==> config.mk <==
export PLATFORM = sky130hd
export DESIGN_NAME = dht_sensor_frame_decoder
export DESIGN_NICKNAME = d
export VERILOG_FILES = /design/src/rtl/core/dhtfd_pkg.sv /design/src/rtl/core/dht_sensor_frame_decoder.sv
export SDC_FILE = /design/constraint.sdc
export NUM_CORES = 1
export LEC_CHECK = 0
export BUFFER_PORTS_ARGS = -buffer_cell sky130_fd_sc_hd__buf_2
export CORE_ASPECT_RATIO = 0.7
export CORE_MARGIN = 3
export CORE_UTILIZATION = 60
export CTS_BUF_LIST = sky130_fd_sc_hd__clkbuf_8
export CTS_CLUSTER_DIAMETER = 60
export CTS_CLUSTER_SIZE = 30
export DETAILED_ROUTE_END_ITERATION = 12
export GPL_TIMING_DRIVEN = 0
export PLACE_DENSITY_LB_ADDON = 0.3
export SKIP_LAST_GASP = 1
export SLEW_MARGIN = 15
export SYNTH_ARGS = -nofsm -noshare
export SYNTH_HDL_FRONTEND = slang
export SYNTH_SLANG_ARGS = --single-unit
==> constraint.sdc <==
create_clock -name i_clk -period 13.35 [get_ports i_clk]
set_clock_uncertainty 0.2 [all_clocks]
set_input_delay 2.67 -clock i_clk [delete_from_list [all_inputs] [get_ports i_clk]]
set_output_delay 2.67 -clock i_clk [all_outputs]
set_load 0.02 [all_outputs]
==> src/rtl/core/dhtfd_pkg.sv <==
// -----------------------------------------------------------------------------
// DHT frame decoder package
// Status and model codes, register indexes, reset values, frame constants.
// -----------------------------------------------------------------------------
package dhtfd_pkg;

    typedef enum logic [1:0] {
        ST_OK          = 2'd0,
        ST_NO_RESPONSE = 2'd1,
        ST_CHECKSUM    = 2'd2,
        ST_BAD_MODEL   = 2'd3
    } t_status;

    localparam logic [2:0] MODEL_DHT11 = 3'd0;
    localparam logic [2:0] MODEL_DHT12 = 3'd1;
    localparam logic [2:0] MODEL_DHT21 = 3'd2;
    localparam logic [2:0] MODEL_DHT22 = 3'd3;

    localparam logic REG_SENSOR_MODEL  = 1'b0;
    localparam logic REG_TIMEOUT_COUNT = 1'b1;

    localparam logic [2:0]  MODEL_RESET   = MODEL_DHT22;
    localparam logic [15:0] TIMEOUT_RESET = 16'd3200;

    localparam logic [5:0]  FRAME_LEN  = 6'd40;
    localparam logic [7:0]  LOW7_MASK  = 8'h7F;
    localparam logic [16:0] HUM_OFFSET = 17'd1;

    localparam logic REQ_START = 1'b0;

endpackage

==> src/rtl/core/dht_sensor_frame_decoder.sv <==
// -----------------------------------------------------------------------------
// DHT sensor frame decoder
// Decodes start and bit beats of a single-wire DHT frame into humidity and
// temperature results.
// -----------------------------------------------------------------------------
// Path from input beat to result: input register, then result register.
// Throughput: one input beat per cycle when not stalled; the bit decision is
// made at the input register; frame shift, checksum and conversion sit in one stage.
// Reset (i_rst_n low, synchronous): frame state and handshake flags clear,
// sensor_model = DHT22, timeout_count = 3200.
module dht_sensor_frame_decoder (
    input  logic                  i_clk,
    input  logic                  i_rst_n,
    // config port
    input  logic                  psel,
    input  logic                  penable,
    input  logic                  pwrite,
    input  logic [2:0]            paddr,
    input  logic [31:0]           pwdata,
    output logic [31:0]           prdata,
    output logic                  pready,
    // input channel
    input  logic                  i_in_valid,
    output logic                  o_in_stall,
    input  logic                  i_req_type,
    input  logic                  i_ack_seen,
    input  logic [15:0]           i_low_width,
    input  logic [15:0]           i_high_width,
    // output channel
    output logic                  o_out_valid,
    input  logic                  i_out_stall,
    output logic [1:0]            o_status,
    output logic [16:0]           o_humidity_tenths,
    output logic signed [15:0]    o_temperature_tenths
);
    import dhtfd_pkg::*;

    // configuration
    logic [2:0]  r_model;
    logic [15:0] r_timeout;

    // input register
    logic        r_in_valid;
    logic        r_req;
    logic        r_ack;
    logic        r_bit;

    // frame state
    logic [39:0] r_frame, n_frame;
    logic [5:0]  r_count, n_count;
    logic        r_in_frame, n_in_frame;

    // result register
    logic        r_out_valid;
    t_status     r_status;
    logic [16:0] r_hum;
    logic [15:0] r_temp;

    logic        cfg_write;
    logic        accept_in;
    logic        out_free;
    logic        stage_go;
    logic        bit_in;
    logic [15:0] rem_low;
    logic [15:0] rem_high;
    logic        res_valid;
    t_status     res_status;
    logic [16:0] res_hum;
    logic [15:0] res_temp;
    logic [39:0] shifted;
    logic [5:0]  cnt_inc;
    logic [7:0]  d0, d1, d2, d3, d4;
    logic [7:0]  sum8;
    logic [11:0] d0x10, d2x10;
    logic [16:0] hum;
    logic [15:0] mag;
    logic        neg;

    // ---------------- configuration port ----------------
    assign pready    = 1'b1;
    assign cfg_write = psel && penable && pwrite && pready;

    always_ff @(posedge i_clk) begin
        if (!i_rst_n) begin
            r_model   <= MODEL_RESET;
            r_timeout <= TIMEOUT_RESET;
        end else if (cfg_write) begin
            case (paddr[2])
                REG_SENSOR_MODEL:  r_model   <= pwdata[2:0];
                REG_TIMEOUT_COUNT: r_timeout <= pwdata[15:0];
                default: ;
            endcase
        end
    end

    always_comb begin
        prdata = 32'd0;
        if (paddr[1:0] == 2'b00) begin
            case (paddr[2])
                REG_SENSOR_MODEL:  prdata = {29'd0, r_model};
                REG_TIMEOUT_COUNT: prdata = {16'd0, r_timeout};
                default:           prdata = 32'd0;
            endcase
        end
    end

    // ---------------- handshake ----------------
    assign out_free   = !r_out_valid || !i_out_stall;
    assign stage_go   = r_in_valid && out_free;
    assign o_in_stall = r_in_valid && !out_free;
    assign accept_in  = i_in_valid && !o_in_stall;

    // bit decision from remaining counts, saturated at zero
    always_comb begin
        rem_low  = (i_low_width  >= r_timeout) ? 16'd0 : (r_timeout - i_low_width);
        rem_high = (i_high_width >= r_timeout) ? 16'd0 : (r_timeout - i_high_width);
        bit_in   = (rem_low > rem_high);
    end

    always_ff @(posedge i_clk) begin
        if (!i_rst_n) begin
            r_in_valid <= 1'b0;
        end else if (accept_in) begin
            r_in_valid <= 1'b1;
        end else if (stage_go) begin
            r_in_valid <= 1'b0;
        end
    end

    always_ff @(posedge i_clk) begin
        if (accept_in) begin
            r_req <= i_req_type;
            r_ack <= i_ack_seen;
            r_bit <= bit_in;
        end
    end

    // ---------------- frame stage ----------------
    assign shifted = {r_frame[38:0], r_bit};
    assign cnt_inc = r_count + 6'd1;
    assign d0      = shifted[39:32];
    assign d1      = shifted[31:24];
    assign d2      = shifted[23:16];
    assign d3      = shifted[15:8];
    assign d4      = shifted[7:0];
    assign sum8    = d0 + d1 + d2 + d3;
    assign d0x10   = {1'b0, d0, 3'b000} + {3'b000, d0, 1'b0};
    assign d2x10   = {1'b0, d2, 3'b000} + {3'b000, d2, 1'b0};

    // conversion per sensor model
    always_comb begin
        hum = 17'd0;
        mag = 16'd0;
        neg = 1'b0;
        case (r_model)
            MODEL_DHT11: begin
                hum = 17'(d0x10) + 17'(d1);
                mag = 16'(d2x10) + 16'(d3);
            end
            MODEL_DHT12: begin
                hum = 17'(d0x10) + 17'(d1);
                mag = 16'(d2x10) + 16'(d3 & LOW7_MASK);
                neg = d3[7];
            end
            MODEL_DHT21, MODEL_DHT22: begin
                hum = {1'b0, d0, d1};
                mag = {1'b0, d2[6:0], d3};
                neg = d2[7];
            end
            default: ;
        endcase
    end

    always_comb begin
        n_frame    = r_frame;
        n_count    = r_count;
        n_in_frame = r_in_frame;
        res_valid  = 1'b0;
        res_status = ST_OK;
        res_hum    = 17'd0;
        res_temp   = 16'd0;
        if (stage_go) begin
            if (r_req == REQ_START) begin
                n_frame    = 40'd0;
                n_count    = 6'd0;
                n_in_frame = r_ack;
                if (!r_ack) begin
                    res_valid  = 1'b1;
                    res_status = ST_NO_RESPONSE;
                end
            end else if (r_in_frame) begin
                n_frame = shifted;
                if (cnt_inc == FRAME_LEN) begin
                    n_count    = 6'd0;
                    n_in_frame = 1'b0;
                    res_valid  = 1'b1;
                    if (sum8 != d4) begin
                        res_status = ST_CHECKSUM;
                    end else if (r_model > MODEL_DHT22) begin
                        res_status = ST_BAD_MODEL;
                    end else begin
                        res_status = ST_OK;
                        res_hum    = hum + HUM_OFFSET;
                        res_temp   = neg ? (16'd0 - mag) : mag;
                    end
                end else begin
                    n_count = cnt_inc;
                end
            end
        end
    end

    always_ff @(posedge i_clk) begin
        if (!i_rst_n) begin
            r_frame    <= 40'd0;
            r_count    <= 6'd0;
            r_in_frame <= 1'b0;
        end else begin
            r_frame    <= n_frame;
            r_count    <= n_count;
            r_in_frame <= n_in_frame;
        end
    end

    // ---------------- result register ----------------
    always_ff @(posedge i_clk) begin
        if (!i_rst_n) begin
            r_out_valid <= 1'b0;
        end else if (res_valid) begin
            r_out_valid <= 1'b1;
        end else if (!i_out_stall) begin
            r_out_valid <= 1'b0;
        end
    end

    always_ff @(posedge i_clk) begin
        if (res_valid) begin
            r_status <= res_status;
            r_hum    <= res_hum;
            r_temp   <= res_temp;
        end
    end

    assign o_out_valid          = r_out_valid;
    assign o_status             = r_status;
    assign o_humidity_tenths    = r_hum;
    assign o_temperature_tenths = r_temp;

endmodule

==> impl_metrics.py <==
metrics = {
    "status": {
        "status": "finished clean",
    },
    "synthesis": {
        "yosys.area_share.adder_pct": 16.9,
        "synth_top_area_share_pct": 14.9,
        "synth_top_family_by_area": "simple AND/OR/NAND/NOR gates",
        "yosysSeqAreaShare_pct": 27.6,
        "yosys.area.top_type": "dfxtp_1",
        "avgSynthCellArea_um2": 8.34,
        "ys_warn_count": 0,
        "ys_types": 84,
        "syn-cell-area_mm2": 0.00900,
        "synth_compound_area_share_pct": 20.3,
        "synth-edff-count": 38,
        "ys_async_sr_fraction_pct": 0,
        "netlist_instances": 1079,
        "synth_mux_area_share_pct": 1.59,
        "ys.flop_type": "dfxtp_1",
        "yosysMostFrequentCell": "nor2_1",
        "ys_seq_elements": 105,
        "synth_xor_xnor_area_share_pct": 5.94,
        "synth_area_leaders": "dfxtp_1 (15%), edfxtp_1 (13%), ha_1 (12%), fa_1 (5.3%), nor2_1 (5.2%)",
        "synth_common_cells": "nor2_1 (125), nand2_1 (96), ha_1 (83), inv_1 (83), a21oi_1 (73)",
        "synthSimpleGateAreaFrac_pct": 20.8,
    },
    "power_and_ir_drop": {
        "p_sw_mw": 0.192,
        "ir_drop_uv": 51.8,
        "p_leak_nw": 4.42,
        "powerDensity_mw_per_mm2": 64.0,
        "comb_power_share_pct": 18.6,
        "swShare_pct": 29.9,
        "total_power_mw": 0.640,
        "clock_power_share_pct": 28.4,
        "intPower_mw": 0.449,
        "seqPwrFrac_pct": 53.0,
    },
    "drt": {
        "drc": 0,
        "vias": 8458,
        "drt_iter0_markers": 731,
        "wl_mm": 24.3,
        "antenna_left": 0,
        "wl_per_cell_um": 17.2,
        "via_per_inst": 5.99,
        "drt-pass1-iter-count": 5,
    },
    "global_route": {
        "grt_pass1_wl_mm": 38.5,
        "grt-ovfl-total": 0,
        "grt_max_degree": 36,
        "grt_antenna_before_repair": 0,
        "grt_pass1_vias": 7705,
        "grt.total_usage_pct": 28.9,
    },
    "timing": {
        "maxSlewViolCount": 0,
        "post-route-min-period_ns": 7.48,
        "fmax_mhz": 134,
        "slew_headroom_pct": 44.9,
        "setup_viol": 0,
        "timing.final.crit_share_pct": 56.0,
        "worst_slew_pin_slew_ns": 0.823,
        "finalHoldViolations": 0,
        "fin_ws_ns": 5.87,
        "rsz0062_at_grt": "no",
        "setup_tns_ns": 0,
    },
    "worst_setup_path": {
        "crit_fanout": 10,
        "cp.required_ns": 13.28,
        "critical_path.top_delay_family": "compound AO/OA/AOI/OAI gates",
        "crit_path_start_kind": "input pin",
        "path_common_cell": "a21oi_1",
        "critical_path_arrival_ns": 7.41,
        "slowest_stage": "clkbuf_1",
        "end_kind": "flip-flop",
        "critPathBufInv": 4,
        "critPathKind": "input pin to flip-flop",
        "max_stage_delay_ns": 0.47,
    },
    "clock_network": {
        "root_buffer": "clkbuf_8",
        "cts_tree": "built",
        "cts.sinks": 105,
        "cts_buffers": 9,
        "clkLatencyLatePin_ns": 0.38,
        "postCtsSetupBuffers": 0,
        "cts_max_level": 3,
        "cts_resized": 0,
        "clock_path_buffers": 2,
        "path_clk_slew_ns": 0.10,
        "hold_buffers": 0,
    },
    "worst_hold_path": {
        "hp-class": "flip-flop to flip-flop",
    },
    "final_layout": {
        "diodes": 0,
        "syn_to_final_growth_pct": 11.3,
        "n_fill_cell": 1197,
        "layout.nets": 1399,
        "instances_no_fill": 1411,
        "final_layout_size_suffix_gt1_share_pct": 14.8,
    },
    "floorplanning": {
        "core_area_mm2": 0.0143,
        "rows": 36,
        "dieWidth_um": 152,
        "die_y_um": 108,
        "fp.dieArea_mm2": 0.0165,
        "start_util_pct": 63.0,
        "floorplan.io_pins": 146,
    },
    "placement": {
        "numPortBuffers": 111,
        "hpwl_mm": 19.5,
        "placed_cells": 1395,
        "gp_congestion": 0.949,
        "preCtsSetupSlack_ns": 5.59,
    },
    "job": {
        "maxCapViolCount": 0,
    },
}
## layout by cell type, fill, tap and decap left out, types with 6 or more instances in the layout
cell	synthesis	final
a211oi_1	7	7
a21o_1	25	25
a21oi_1	73	73
a22oi_1	42	42
a31oi_1	9	9
and2_1	17	17
and3_1	11	11
buf_2	5	116
buf_4	18	18
clkbuf_1	33	33
clkbuf_8	0	9
conb_1	2	17
dfxtp_1	67	67
edfxtp_1	38	38
fa_1	24	24
ha_1	83	83
inv_1	83	84
mux2i_1	12	12
nand2_1	96	95
nand2b_1	10	10
nand3_1	25	25
nand4_1	14	14
nor2_1	125	125
nor2b_1	14	14
nor3_1	16	16
nor3b_1	6	6
o21a_1	8	8
o21ai_0	35	35
o31ai_1	8	8
or2_2	6	6
or3_1	10	10
xnor2_1	40	40
xor2_1	21	21
## worst register-to-register path, stage by stage, from the launching register on
cell,delay [ns]
dfxtp_1,0.34
inv_1,0.08
ha_1,0.16
inv_1,0.05
fa_1,0.40
a21o_1,0.20
a21oi_1,0.25
o21bai_1,0.10
a21oi_1,0.34
o211a_1,0.26
o31ai_1,0.15
a21oi_1,0.25
or2_2,0.15
clkbuf_1,0.30
clkbuf_1,0.47
nor2_1,0.12
ha_1,0.21
a21o_1,0.17
a21o_1,0.17
a21o_1,0.17
a21oi_1,0.13
nor2b_1,0.05
o21ai_0,0.15
nand2b_1,0.07
a21oi_1,0.25
a32oi_1,0.09
## metrics by stage
stage	utilization [%]	instance area, µm²	hold WS [ns]
6_report	70.1	10000	0.291
5_1_grt	70.1	10000	0.325
4_1_cts	70.1	10000	0.288
3_5_place_dp	69.0	9850	0.274
3_3_place_gp	69.0	9850	0.259
2_1_floorplan	-	9050	0.249
## cells by family (layout without fill, tap and decap cells)
logic type,Yosys count,after routing
compound gates,267,267
xor+xnor,61,61
flops,105,105
fa+ha+maj,107,107
mux,14,14
buf+inv,143,270
simple gates,380,380
other cells,2,17
## layer usage
| layer | track usage, % | up-vias | routed length (µm) | share of wire [%] |
|---|---|---|---|---|
| li1 | - | 4068 | - | - |
| met3 | 7.40 | 16 | 2690 | 11 |
| met2 | 42.1 | 375 | 9760 | 40 |
| met5 | 0 | - | 0 | 0 |
| met1 | 43.9 | 3999 | 11700 | 48 |
| met4 | 4.68 | 0 | 198 | 0.81 |
## sequential cells by signal, indices dropped and copies added (netlist names), 2 cells and up
name,flops
r_frame,39
o_humidity_tenths,17
o_temperature_tenths,16
r_timeout,16
r_count,6
r_model,3
o_status,2
## cell type report
cell class              count  area (µm²)  area share (%)
plain buffers              58         292            2.91
flip-flops and latches    105        2480            24.8
clock inverters             7        38.8           0.387
multi-input cells         846        5960            59.6
clock buffers               9         124            1.24
well taps                 190         238            2.37
repair buffers            111         556            5.55
inverters                  85         319            3.19
## power by group through the flow
stage / combinational [mW] / sequential [mW] / clock (mW)
after floorplan: 0.0780 / 0.350 / 0
after global placement: 0.113 / 0.347 / 0
after detailed placement: 0.116 / 0.347 / 0
after CTS: 0.116 / 0.340 / 0.182
after global routing: 0.131 / 0.340 / 0.196
final: 0.119 / 0.340 / 0.182
## path summary, 6_finish.rpt
kind                                                 from                        end  slack (ns)  cells past startpoint
worst max-delay path                       i_low_width[0]            r_bit$_DFFE_PP_        5.87                     25
worst min-delay path            r_timeout[0]$_SDFFE_PN0P_  r_timeout[0]$_SDFFE_PN0P_        0.29                      2
worst max register to register  r_timeout[0]$_SDFFE_PN0P_            r_bit$_DFFE_PP_        7.82                     25
worst min register to register  r_timeout[0]$_SDFFE_PN0P_  r_timeout[0]$_SDFFE_PN0P_        0.29                      2
No activity file was read; power rests on OpenSTA's default activity.
